**src/rtl/md5_pkg.sv**
```systemverilog
`default_nettype none
package md5_pkg;

  typedef struct packed {
    logic [7:0] data_byte;
    logic       byte_valid;
    logic       last;
  } md5_in_t;

  typedef struct packed {
    logic [31:0] digest_word;
    logic        last_word;
  } md5_out_t;

  typedef enum logic [2:0] {
    ST_IDLE,
    ST_COMP,
    ST_PAD,
    ST_EMIT
  } md5_state_t;

  typedef struct packed {
    logic       load_byte;
    logic       put_pad;
    logic       put_len;
    logic       start;
    logic       init;
    logic [1:0] emit_sel;
  } md5_cmd_t;

  typedef struct packed {
    logic       busy;
    logic       last_slot;
    logic       pad_spill;
  } md5_sts_t;

  localparam logic [31:0] IV_A = 32'h67452301;
  localparam logic [31:0] IV_B = 32'hefcdab89;
  localparam logic [31:0] IV_C = 32'h98badcfe;
  localparam logic [31:0] IV_D = 32'h10325476;
  localparam logic [7:0]  PAD_BYTE = 8'h80;
  localparam logic [5:0]  LAST_FIT_POS = 6'd55;
  localparam logic [5:0]  LAST_SLOT = 6'd63;
  localparam int          CNT_W = 61;

  function automatic logic [31:0] round_add(input logic [5:0] s);
    logic [31:0] k [64];
    k = '{
      32'hd76aa478, 32'he8c7b756, 32'h242070db, 32'hc1bdceee,
      32'hf57c0faf, 32'h4787c62a, 32'ha8304613, 32'hfd469501,
      32'h698098d8, 32'h8b44f7af, 32'hffff5bb1, 32'h895cd7be,
      32'h6b901122, 32'hfd987193, 32'ha679438e, 32'h49b40821,
      32'hf61e2562, 32'hc040b340, 32'h265e5a51, 32'he9b6c7aa,
      32'hd62f105d, 32'h02441453, 32'hd8a1e681, 32'he7d3fbc8,
      32'h21e1cde6, 32'hc33707d6, 32'hf4d50d87, 32'h455a14ed,
      32'ha9e3e905, 32'hfcefa3f8, 32'h676f02d9, 32'h8d2a4c8a,
      32'hfffa3942, 32'h8771f681, 32'h6d9d6122, 32'hfde5380c,
      32'ha4beea44, 32'h4bdecfa9, 32'hf6bb4b60, 32'hbebfbc70,
      32'h289b7ec6, 32'heaa127fa, 32'hd4ef3085, 32'h04881d05,
      32'hd9d4d039, 32'he6db99e5, 32'h1fa27cf8, 32'hc4ac5665,
      32'hf4292244, 32'h432aff97, 32'hab9423a7, 32'hfc93a039,
      32'h655b59c3, 32'h8f0ccc92, 32'hffeff47d, 32'h85845dd1,
      32'h6fa87e4f, 32'hfe2ce6e0, 32'ha3014314, 32'h4e0811a1,
      32'hf7537e82, 32'hbd3af235, 32'h2ad7d2bb, 32'heb86d391
    };
    return k[s];
  endfunction

  function automatic logic [4:0] rot_amount(input logic [5:0] s);
    logic [4:0] r [16];
    r = '{5'd7, 5'd12, 5'd17, 5'd22, 5'd5, 5'd9, 5'd14, 5'd20,
          5'd4, 5'd11, 5'd16, 5'd23, 5'd6, 5'd10, 5'd15, 5'd21};
    return r[{s[5:4], s[1:0]}];
  endfunction

endpackage
`default_nettype wire

```
**src/rtl/md5_datapath.sv**
```systemverilog
`default_nettype none
module md5_datapath (
  input  wire logic            clk,
  input  wire logic            rst_n,
  input  wire logic [7:0]      byte_in,
  input  wire md5_pkg::md5_cmd_t cmd,
  output md5_pkg::md5_sts_t    sts,
  output logic [31:0]          word_out
);
  import md5_pkg::*;

  logic [31:0]      buf_r [16];
  logic [31:0]      chain_r [4];
  logic [31:0]      a_r, b_r, c_r, d_r;
  logic [CNT_W-1:0] cnt_r;
  logic [5:0]       step_r;
  logic             run_r;

  logic [5:0]  pos;
  logic [3:0]  widx;
  logic [31:0] f, t, rot;
  logic [4:0]  sh;
  logic [63:0] bits;

  assign pos  = cnt_r[5:0];
  assign bits = {cnt_r, 3'b000};

  always_comb begin
    unique case (step_r[5:4])
      2'd0: begin
        f = (b_r & c_r) | (~b_r & d_r);
        widx = step_r[3:0];
      end
      2'd1: begin
        f = (b_r & d_r) | (c_r & ~d_r);
        widx = 4'(5 * step_r[3:0] + 1);
      end
      2'd2: begin
        f = b_r ^ c_r ^ d_r;
        widx = 4'(3 * step_r[3:0] + 5);
      end
      default: begin
        f = c_r ^ (b_r | ~d_r);
        widx = 4'(7 * step_r[3:0]);
      end
    endcase
    t   = a_r + f + buf_r[widx] + round_add(step_r);
    sh  = rot_amount(step_r);
    rot = (t << sh) | (t >> (6'd32 - {1'b0, sh}));
  end

  assign sts.busy       = run_r;
  // the next byte completes the block
  assign sts.last_slot  = pos == LAST_SLOT;
  assign sts.pad_spill  = pos > LAST_FIT_POS;
  assign word_out       = chain_r[cmd.emit_sel];

  always_ff @(posedge clk) begin
    if (!rst_n) begin
      run_r   <= 1'b0;
      step_r  <= '0;
      cnt_r   <= '0;
      chain_r <= '{IV_A, IV_B, IV_C, IV_D};
      for (int i = 0; i < 16; i++) buf_r[i] <= '0;
    end else begin
      if (cmd.init) begin
        cnt_r   <= '0;
        chain_r <= '{IV_A, IV_B, IV_C, IV_D};
      end
      if (cmd.load_byte) begin
        buf_r[pos[5:2]][8*pos[1:0] +: 8] <= byte_in;
        cnt_r <= cnt_r + 1'b1;
      end
      if (cmd.put_pad) buf_r[pos[5:2]][8*pos[1:0] +: 8] <= PAD_BYTE;
      if (cmd.put_len) begin
        buf_r[14] <= bits[31:0];
        buf_r[15] <= bits[63:32];
      end
      if (cmd.start) begin
        run_r  <= 1'b1;
        step_r <= '0;
        a_r <= chain_r[0];
        b_r <= chain_r[1];
        c_r <= chain_r[2];
        d_r <= chain_r[3];
      end else if (run_r) begin
        a_r <= d_r;
        d_r <= c_r;
        c_r <= b_r;
        b_r <= b_r + rot;
        step_r <= step_r + 1'b1;
        if (step_r == 6'd63) begin
          run_r <= 1'b0;
          chain_r[0] <= chain_r[0] + d_r;
          chain_r[1] <= chain_r[1] + b_r + rot;
          chain_r[2] <= chain_r[2] + b_r;
          chain_r[3] <= chain_r[3] + c_r;
          for (int i = 0; i < 16; i++) buf_r[i] <= '0;
        end
      end
    end
  end
endmodule
`default_nettype wire

```
**src/rtl/md5_control.sv**
```systemverilog
`default_nettype none
module md5_control (
  input  wire logic              clk,
  input  wire logic              rst_n,
  input  wire logic              in_valid,
  input  wire logic              in_byte_valid,
  input  wire logic              in_last,
  output logic                   in_stall,
  output logic                   out_valid,
  output logic                   out_last,
  input  wire logic              out_stall,
  input  wire md5_pkg::md5_sts_t sts,
  output md5_pkg::md5_cmd_t      cmd
);
  import md5_pkg::*;

  md5_state_t state_r, state_nxt;
  logic       fin_r, fin_nxt;
  logic       full_r, full_nxt;
  logic       pad_r, pad_nxt;
  logic       len_r, len_nxt;
  logic [1:0] emit_r, emit_nxt;
  logic       acc, emit_go;

  assign acc     = in_valid && !in_stall;
  assign emit_go = out_valid && !out_stall;

  // after a full block, compress; after last, pad/length and compress, then emit
  always_comb begin
    state_nxt = state_r;
    fin_nxt   = fin_r;
    full_nxt  = full_r;
    pad_nxt   = pad_r;
    len_nxt   = len_r;
    emit_nxt  = emit_r;
    unique case (state_r)
      ST_IDLE: begin
        if (acc) begin
          fin_nxt  = in_last;
          full_nxt = in_byte_valid && sts.last_slot;
          pad_nxt  = 1'b0;
          len_nxt  = 1'b0;
          if (in_last || (in_byte_valid && sts.last_slot)) state_nxt = ST_PAD;
        end
      end
      ST_PAD: begin
        // a filled block compresses before any padding
        priority if (full_r) begin
          full_nxt  = 1'b0;
          state_nxt = ST_COMP;
        end else if (!pad_r) begin
          pad_nxt   = 1'b1;
          len_nxt   = !sts.pad_spill;
          state_nxt = ST_COMP;
        end else begin
          len_nxt   = 1'b1;
          state_nxt = ST_COMP;
        end
      end
      ST_COMP: begin
        if (!sts.busy) begin
          priority if (!fin_r) state_nxt = ST_IDLE;
          else if (len_r) begin
            state_nxt = ST_EMIT;
            emit_nxt = 2'd0;
          end else state_nxt = ST_PAD;
        end
      end
      ST_EMIT: begin
        if (emit_go) begin
          emit_nxt = emit_r + 1'b1;
          if (emit_r == 2'd3) state_nxt = ST_IDLE;
        end
      end
      default: state_nxt = ST_IDLE;
    endcase
  end

  always_comb begin
    cmd          = '0;
    in_stall     = 1'b1;
    out_valid    = 1'b0;
    out_last     = 1'b0;
    cmd.emit_sel = emit_r;
    unique case (state_r)
      ST_IDLE: begin
        in_stall      = 1'b0;
        cmd.load_byte = in_valid && in_byte_valid;
      end
      ST_PAD: begin
        cmd.start = 1'b1;
        if (!full_r) begin
          if (!pad_r) begin
            cmd.put_pad = 1'b1;
            cmd.put_len = !sts.pad_spill;
          end else begin
            cmd.put_len = 1'b1;
          end
        end
      end
      ST_EMIT: begin
        out_valid = 1'b1;
        out_last  = emit_r == 2'd3;
        if (emit_go && emit_r == 2'd3) cmd.init = 1'b1;
      end
      default: ;
    endcase
  end

  always_ff @(posedge clk) begin
    if (!rst_n) begin
      state_r <= ST_IDLE;
      fin_r   <= 1'b0;
      full_r  <= 1'b0;
      pad_r   <= 1'b0;
      len_r   <= 1'b0;
      emit_r  <= '0;
    end else begin
      state_r <= state_nxt;
      fin_r   <= fin_nxt;
      full_r  <= full_nxt;
      pad_r   <= pad_nxt;
      len_r   <= len_nxt;
      emit_r  <= emit_nxt;
    end
  end
endmodule
`default_nettype wire

```
**src/rtl/md5_message_digest.sv**
```systemverilog
// MD5 digest engine.
// Input channel: one transfer per message byte (in_data.byte_valid) with
// in_data.last marking the end of a message; last with no byte ends the
// message at the bytes taken so far (empty message allowed).
// Output channel: four transfers per message, digest words A, B, C, D,
// each to be sent lowest byte first; out_data.last_word marks D.
// Throughput: bytes that do not fill a block go back to back. A byte that
// completes a 64-byte block holds the input while the block is dispatched,
// the 64-step compression loop runs at one step per cycle, and the loop
// finishes. After a last transfer the engine pads and compresses before
// it offers the first digest word, with a second compression when the
// padding spills into a second block or the last byte fills a block; the
// four words then go one per cycle while the output is not stalled.
// Input is stalled while a compression runs or the digest is shown.
// Reset loads the standard chaining words and clears buffer and count.
// A stalled output holds its word; the engine waits without losing state.
`default_nettype none
module md5_message_digest (
  input  wire logic             clk,
  input  wire logic             rst_n,
  input  wire logic             in_valid,
  input  wire md5_pkg::md5_in_t in_data,
  output logic                  in_stall,
  output logic                  out_valid,
  output md5_pkg::md5_out_t     out_data,
  input  wire logic             out_stall
);
  import md5_pkg::*;

  md5_cmd_t    cmd;
  md5_sts_t    sts;
  logic [31:0] word;
  logic        last_w;

  md5_control u_ctrl (
    .clk, .rst_n, .in_valid,
    .in_byte_valid(in_data.byte_valid), .in_last(in_data.last), .in_stall,
    .out_valid, .out_last(last_w), .out_stall, .sts, .cmd
  );

  md5_datapath u_dp (
    .clk, .rst_n, .byte_in(in_data.data_byte), .cmd, .sts, .word_out(word)
  );

  assign out_data.digest_word = word;
  assign out_data.last_word   = last_w;
endmodule
`default_nettype wire

```
**config.mk**
```make
export PLATFORM = sky130hd
export DESIGN_NAME = md5_message_digest
export DESIGN_NICKNAME = d
export VERILOG_FILES = /design/src/rtl/md5_pkg.sv /design/src/rtl/md5_datapath.sv /design/src/rtl/md5_control.sv /design/src/rtl/md5_message_digest.sv
export SDC_FILE = /design/constraint.sdc
export NUM_CORES = 2
export LEC_CHECK = 0
export BUFFER_PORTS_ARGS = -buffer_cell sky130_fd_sc_hd__buf_4
export CAP_MARGIN = 20
export CELL_PAD_IN_SITES_DETAIL_PLACEMENT = 1
export CELL_PAD_IN_SITES_GLOBAL_PLACEMENT = 1
export CORE_ASPECT_RATIO = 1.2
export CORE_MARGIN = 4
export CORE_UTILIZATION = 50
export CTS_CLUSTER_SIZE = 10
export DETAILED_ROUTE_END_ITERATION = 12
export PLACE_DENSITY = 0.77
export SLEW_MARGIN = 10
export SYNTH_ARGS = -nofsm -noshare
export SYNTH_HDL_FRONTEND = slang
export SYNTH_HIERARCHICAL = 1
export SYNTH_SLANG_ARGS = --single-unit
```
**constraint.sdc**
```tcl
create_clock -name clk -period 34.3 [get_ports clk]
set_input_delay 5.145 -clock clk [delete_from_list [all_inputs] [get_ports clk]]
set_output_delay 5.145 -clock clk [all_outputs]
set_load 0.1 [all_outputs]
```
# Yosys cells after proc, flatten, opt, wreduce, memory -nomap -nowiden
# Memories as Yosys holds them, arrays and structs flattened.
# Index checks and enable logic that the tools add are counted.
[op_classes]
addsub = 16
mul = 3
order_cmp = 4
n_eq_ne = 32
n_shift = 5
n_mux = 124
bitwise = 1603
reduce_logical = 22
[ops]
columns = ["op", "n"]
rows = [
  ["$mux W32", 34],
  ["$and A1 B1 Y1", 1024],
  ["$not A1 Y1", 513],
  ["$mux W128", 4],
  ["$add A32 B32 Y32", 9],
  ["$and A32 B32 Y32", 4],
  ["$or A32 B32 Y32", 4],
  ["$mux W61", 2],
  ["$pmux W32 S3", 1],
  ["$xor A32 B32 Y32", 3],
  ["$bmux W32 S2", 1],
  ["$eq A4 B4 Y1 const B", 16],
  ["$not A32 Y32", 2],
  ["$add A61 B1 Y61 const B", 1],
  ["$mux W1", 61],
  ["$or A1 B1 Y1", 50],
  ["$neg A5 Y34", 1],
  ["$shift A8 B34 Y32 const A", 1],
  ["$shiftx A8 B34 Y32", 1],
  ["$shiftx A8 B34 Y32 const A", 1],
  ["$reduce_or A32 Y1", 1],
  ["$shl A32 B5 Y32", 1],
  ["$shr A32 B6 Y32", 1],
  ["$mux W3", 7],
  ["38 further kinds", 66],
]
[totals]
reg_bits = 333
mem_bits_rw = 512
rom_bits = 2128
memories = 3
[mem_list]
columns = ["name", "words", "word_bits", "rd", "rd_clocked_by_memory_dff", "wr", "line_no", "source"]
rows = [
  ["(name not given)", 64, 32, 1, 0, 0, "md5_pkg.sv:66", "return k[s];"],
  ["u_dp.buf_r", 16, 32, 1, 0, 16, "md5_datapath.sv:12", "logic [31:0] buf_r [16];"],
  ["(name not given)", 16, 5, 1, 0, 0, "md5_pkg.sv:73", "return r[{s[5:4], s[1:0]}];"],
]

# Longest topological paths before layout
[logic_depth]
word_depth = 29
mapped_depth = 51
mapped_depth_nobuf = 47

# Cells and area by module
# Netlist, hierarchy kept.
[by_module_without_submodules]
columns = ["module", "n_inst", "cells_per_inst", "area_per_inst_um2", "seq_area_each_um2"]
rows = [
  ["md5_datapath", 1, 5979, 56430.4, 23142.2],
  ["md5_control", 1, 61, 480.5, 160.2],
  ["md5_message_digest", 1, 1, 7.5, 0.0],
]

# Least setup slack after synthesis
# OpenSTA, ideal clock, no wires.
[synth_timing]
path_type = "register to register"
from = "reg u_dp.step_r[1]"
to = "reg u_dp/chain_r[95] in the netlist's numbering"
arrival_ps = 12101
t_required_ps = 34180
path_slack_ps = 22079
path_stages_with_launch = 51
path_buffers = 5
synth_period_minus_slack_ps = 12221
cell_sequence = "dfxtp_1 -> clkbuf_1 -> clkinv_1 -> ha_1 -> buf_2 -> clkinv_1 -> nor3_1 -> o21ai_0 -> o221ai_1 -> clkbuf_1 -> clkbuf_1 -> buf_1 -> mux4_2 -> mux2i_1 -> a21oi_1 -> fa_1 -> inv_1 -> fa_1 -> [15 not listed] -> fa_1 -> inv_1 -> ha_1 -> inv_1 -> fa_1 -> nand2b_1 -> a21oi_1 -> o41ai_1 -> a31oi_1 -> o31ai_1 -> a311oi_1 -> o21ai_0 -> a21boi_0 -> o21ai_0 -> a311oi_1 -> o21ai_0 -> a211oi_2 -> nor3b_2"
[synth_between]
elab_chain_len = 12
elab_cells_between_ends = 26
classes_between = "add/sub (6); mul (3); eq/ne (1); shift (2); mux (8); bitwise (3); memory (3)"
[synth_rtl]
columns = ["element", "line_no", "source"]
rows = [
  ["from (decl)", "md5_datapath.sv:16", "logic [5:0] step_r;"],
  ["from (signal assigned)", "md5_datapath.sv:91", "step_r <= step_r + 1'b1;"],
  ["$mul A2 B4 Y4 or $mul A3 B4 Y4 (tied branches)", "md5_datapath.sv:40, md5_datapath.sv:36", ""],
  ["$add A4 B3 Y4 or $add A4 B1 Y4 (tied branches)", "md5_datapath.sv:40, md5_datapath.sv:36", ""],
  ["$pmux W4 S3", "md5_datapath.sv:29", "unique case (step_r[5:4])"],
  ["$mem_v2 Z16 W32", "-", ""],
  ["$add A32 B32 Y32 (2 in series)", "md5_datapath.sv:47", "t = a_r + f + buf_r[widx] + round_add(step_r);"],
  ["$shr A32 B6 Y32 or $shl A32 B5 Y32 (tied branches)", "md5_datapath.sv:49", "rot = (t << sh) | (t >> (6'd32 - {1'b0, sh}));"],
  ["$or A32 B32 Y32", "md5_datapath.sv:49", ""],
  ["$add A32 B32 Y32", "md5_datapath.sv:95", "chain_r[1] <= chain_r[1] + b_r + rot;"],
  ["$mux W128 *", "md5_datapath.sv:92", "if (step_r == 6'd63) begin"],
  ["$mux W128 *", "md5_datapath.sv:86", "end else if (run_r) begin"],
  ["$mux W128 *", "md5_datapath.sv:79", "if (cmd.start) begin"],
  ["to (signal assigned)", "md5_datapath.sv:63", "chain_r <= '{IV_A, IV_B, IV_C, IV_D};"],
  ["to (signal assigned)", "md5_datapath.sv:68", "chain_r <= '{IV_A, IV_B, IV_C, IV_D};"],
  ["to (decl)", "md5_datapath.sv:13", "logic [31:0] chain_r [4];"],
]
# Mark *: on every way between the ends. The rest lies on a longest branch, timed or not. The select of a mux whose other input is x is not followed.
# A chain may end at the register's enable or synchronous reset.

# Worst setup path in the final report
# Ends and elaborated chain as after synthesis.

==> impl_metrics.yaml <==
placement:
  numPlacedInstances: 7326
  finalWeightedCongestion: 0.984
  place.detailed.hpwl_um: 163000
  placed_cell_area_um2: 58700
  io_buffer_count: 48
clocking:
  cts_hold_bufs: 0
  clock_sinks: 844
  cts_inserted_buffers: 98
  cts_buffer_depth: 3
  cts_tree: "yes"
  ctsHtreeMaxLevel: 3
  post_cts.repair.setup_buffers: 0
  cts.repair.resized: 0
  clock-root-buffer: "sky130_fd_sc_hd__clkbuf_16"
  clk_transition_reported_paths_ns: 0.07
  clock_insertion_delay_worst_skew_ns: 0.73
flow_run:
  drv_cap: 0
synth:
  synth_seq_cells: 844
  synth_edf_count: 640
  post_synth.cell_area_avg_um2: 9.42
  register_area_share_after_synthesis: 0.409
  netlist_area_um2: 56900
  ys_types: 91
  async_flop_share: 0
  yosys_warnings: 6
  syn-instance-count: 6041
  synth_nets: 6387
  synth-main-ff-cell: "sky130_fd_sc_hd__edfxtp_1"
min_path:
  timing.hold.worst.class: "flip-flop to flip-flop"
die:
  core_area_um2: 113000
  die_height_um: 378
  initial_utilization: 0.504
  die_w_um: 316
  top_level_ports: 49
  num_rows: 135
  die_area_um2: 119000
global_route:
  first_global_vias: 50729
  largest_net_degree_at_the_start_of_global_routing: 188
  grtUsageTotal: 0.373
  grt_antenna_before_repair: 7
  grt.overflow.total: 0
  global_route_wire_length_before_repair_um: 332000
drt:
  wl_um: 225000
  firstDrtPassIters: 6
  detail_route.drc_violations: 0
  route.antenna.remaining_nets: 0
  route.detailed.vias_per_inst: 6.55
  detail_route.wl_per_cell_um: 29.9
  drt_iter0_markers: 4763
  via_count: 49259
finish:
  fin_area_um2: 61800
  final_common_cell: "sky130_fd_sc_hd__nor2_1"
  seqCellArea_um2: 23300
  instances_no_fill: 7516
  area_delta_synth_final_pct: 8.49
  final_layout_size_suffix_gt1_frac: 0.0974
  finish.net_count: 6268
  fillers: 12657
  multi_input_area_um2: 31400
  most-common-layout-cells: "sky130_fd_sc_hd__nor2_1, sky130_fd_sc_hd__nand2_1, sky130_fd_sc_hd__edfxtp_1"
power_and_ir_drop:
  vdd.ir_drop.worst_mv: 0.0630
  power.net_switching_mw: 2.49
  totalPowerFinal_mw: 5.40
  p_leak_nw: 22.7
  internal_power_mw: 2.91
  total_power_per_unit_cell_area_nw_per_um2: 87.4
  swShare: 0.461
  power_share_of_the_sequential_group: 0.230
  p_clk_frac: 0.186
  comb_power_share: 0.583
timing:
  slew_viol_final: 0
  slew-limit-headroom: 0.183
  maxClockFrequency_mhz: 66.2
  finalSetupViolCount: 0
  timing.setup.tns_ns: 0
  worst_slew_pin_slew_ns: 1.22
  clock_skew_ns: 0.0541
  rsz0062_at_grt: "no"
  final_hold_viols: 0
  final_min_period_over_clock_period: 0.440
  worst_hold_slack_ns: 0.493
  post-route-min-period_ns: 15.10
worst_setup_path:
  critical-path-slowest-cell: "sky130_fd_sc_hd__buf_4"
  crit_path_required_time_ns: 34.88
  worst-setup-path-type: "flip-flop to flip-flop"
  data_arrival_time_of_the_critical_path_ns: 15.69
  timing.critical_path.from_type: "flip-flop"
  critical_path_max_stage_delay_ns: 0.78
  critical_path.endpoint_type: "flip-flop"
  path_max_fanout: 41
run_status:
  status: "complete, no violations"
[synthesized netlist by cell type, drive strengths merged, types with 31 or more instances]
| cell type | number | area [µm²] |
|---|---|---|
| nor2 | 836 | 3140 |
| nand2 | 653 | 2450 |
| edfxtp | 640 | 19200 |
| o21ai | 464 | 2320 |
| a21oi | 450 | 2260 |
| clkbuf | 282 | 1060 |
| inv | 281 | 1050 |
| ha | 229 | 2870 |
| dfxtp | 204 | 4080 |
| nor3 | 173 | 866 |
| mux4 | 161 | 3630 |
| nand3 | 131 | 656 |
| xnor2 | 126 | 1110 |
| fa | 103 | 2060 |
| mux2 | 90 | 1020 |
| a21o | 88 | 661 |
| mux2i | 86 | 868 |
| a211oi | 83 | 628 |
| a31oi | 79 | 494 |
| xor2 | 73 | 639 |
| buf | 70 | 294 |
| o211ai | 59 | 443 |
| nor2b | 57 | 357 |
| o21a | 52 | 390 |
| or3 | 52 | 325 |
| and3 | 48 | 300 |
| nand2b | 42 | 263 |
| nor3b | 31 | 238 |
[power by group through the flow]
stage | Combinational, mW | Clock [mW] | Sequential (mW)
2_1_floorplan | 2.17 | 0 | 1.24
5_1_grt | 3.43 | 1.06 | 1.25
6_report | 3.15 | 1.01 | 1.24
3_3_place_gp | 2.99 | 0 | 1.26
3_5_place_dp | 3.06 | 0 | 1.26
4_1_cts | 3.10 | 1.02 | 1.24
[sequential cells by signal, summed over array words and instances, names as in the netlist, 2 cells and up]
| name | flops |
|---|---|
| u_dp/d_r | 32 |
| u_dp/buf_r | 512 |
| u_dp/cnt_r | 61 |
| u_dp/c_r | 32 |
| u_ctrl/emit_r | 2 |
| u_dp/a_r | 32 |
| u_dp/b_r | 32 |
| u_dp/step_r | 6 |
| u_dp/chain_r | 128 |
| u_ctrl/state_r | 2 |
[kinds of logic after synthesis]
logic type	Yosys count	synth area share
AND/OR/NAND/NOR	2129	0.164
AO/OA/AOI/OAI	1560	0.169
multiplexers	337	0.0968
buffers and inverters	638	0.0427
adder cells (fa/ha/maj)	333	0.0867
flip-flops	844	0.409
XOR/XNOR	200	0.0311
[per-layer routing]
layer,up-vias,part of all wire,track usage
li1,21799,-,-
met3,557,0.065,0.0543
met1,24921,0.38,0.454
met2,1974,0.48,0.625
met4,8,0.072,0.230
met5,-,0.00023,0
[per-stage QoR]
| step | utilization | worst slack (ns) |
|---|---|---|
| after floorplan | - | 22.08 |
| after global placement | 0.519 | 19.26 |
| after detailed placement | 0.519 | 18.82 |
| after CTS | 0.546 | 18.72 |
| after global routing | 0.546 | 18.16 |
| final | 0.546 | 19.20 |
[final timing paths]
check | startpoint | endpoint | slack, ns | cells after the start
max | u_dp/step_r[1] | u_dp/chain_r[95] | 19.20 | 47
min | u_ctrl/emit_r[0] | u_ctrl/emit_r[0] | 0.49 | 1
max reg2reg | u_dp/step_r[1] | u_dp/chain_r[95] | 19.20 | 47
min reg2reg | u_ctrl/emit_r[0] | u_ctrl/emit_r[0] | 0.49 | 1
[area by class of cell]
| type | instances | area share |
|---|---|---|
| clock inverter | 11 | 0.00282 |
| clock buffer | 175 | 0.0461 |
| multi-input combinational | 4559 | 0.508 |
| antenna | 1 | 0.0000405 |
| timing repair buffer | 133 | 0.0174 |
| tap | 1507 | 0.0305 |
| inverter | 286 | 0.0174 |
| sequential | 844 | 0.378 |
[critical path, delay by kind of cell, from the launching register on]
family,cells,cell delay (ns)
AO/OA/AOI/OAI,20,5.23
flip-flops,1,0.31
XOR/XNOR,1,0.19
adder cells (fa/ha/maj),6,2.80
AND/OR/NAND/NOR,10,2.23
buffers and inverters,8,3.14
multiplexers,2,0.95
(Power assumes the default switching activity.)
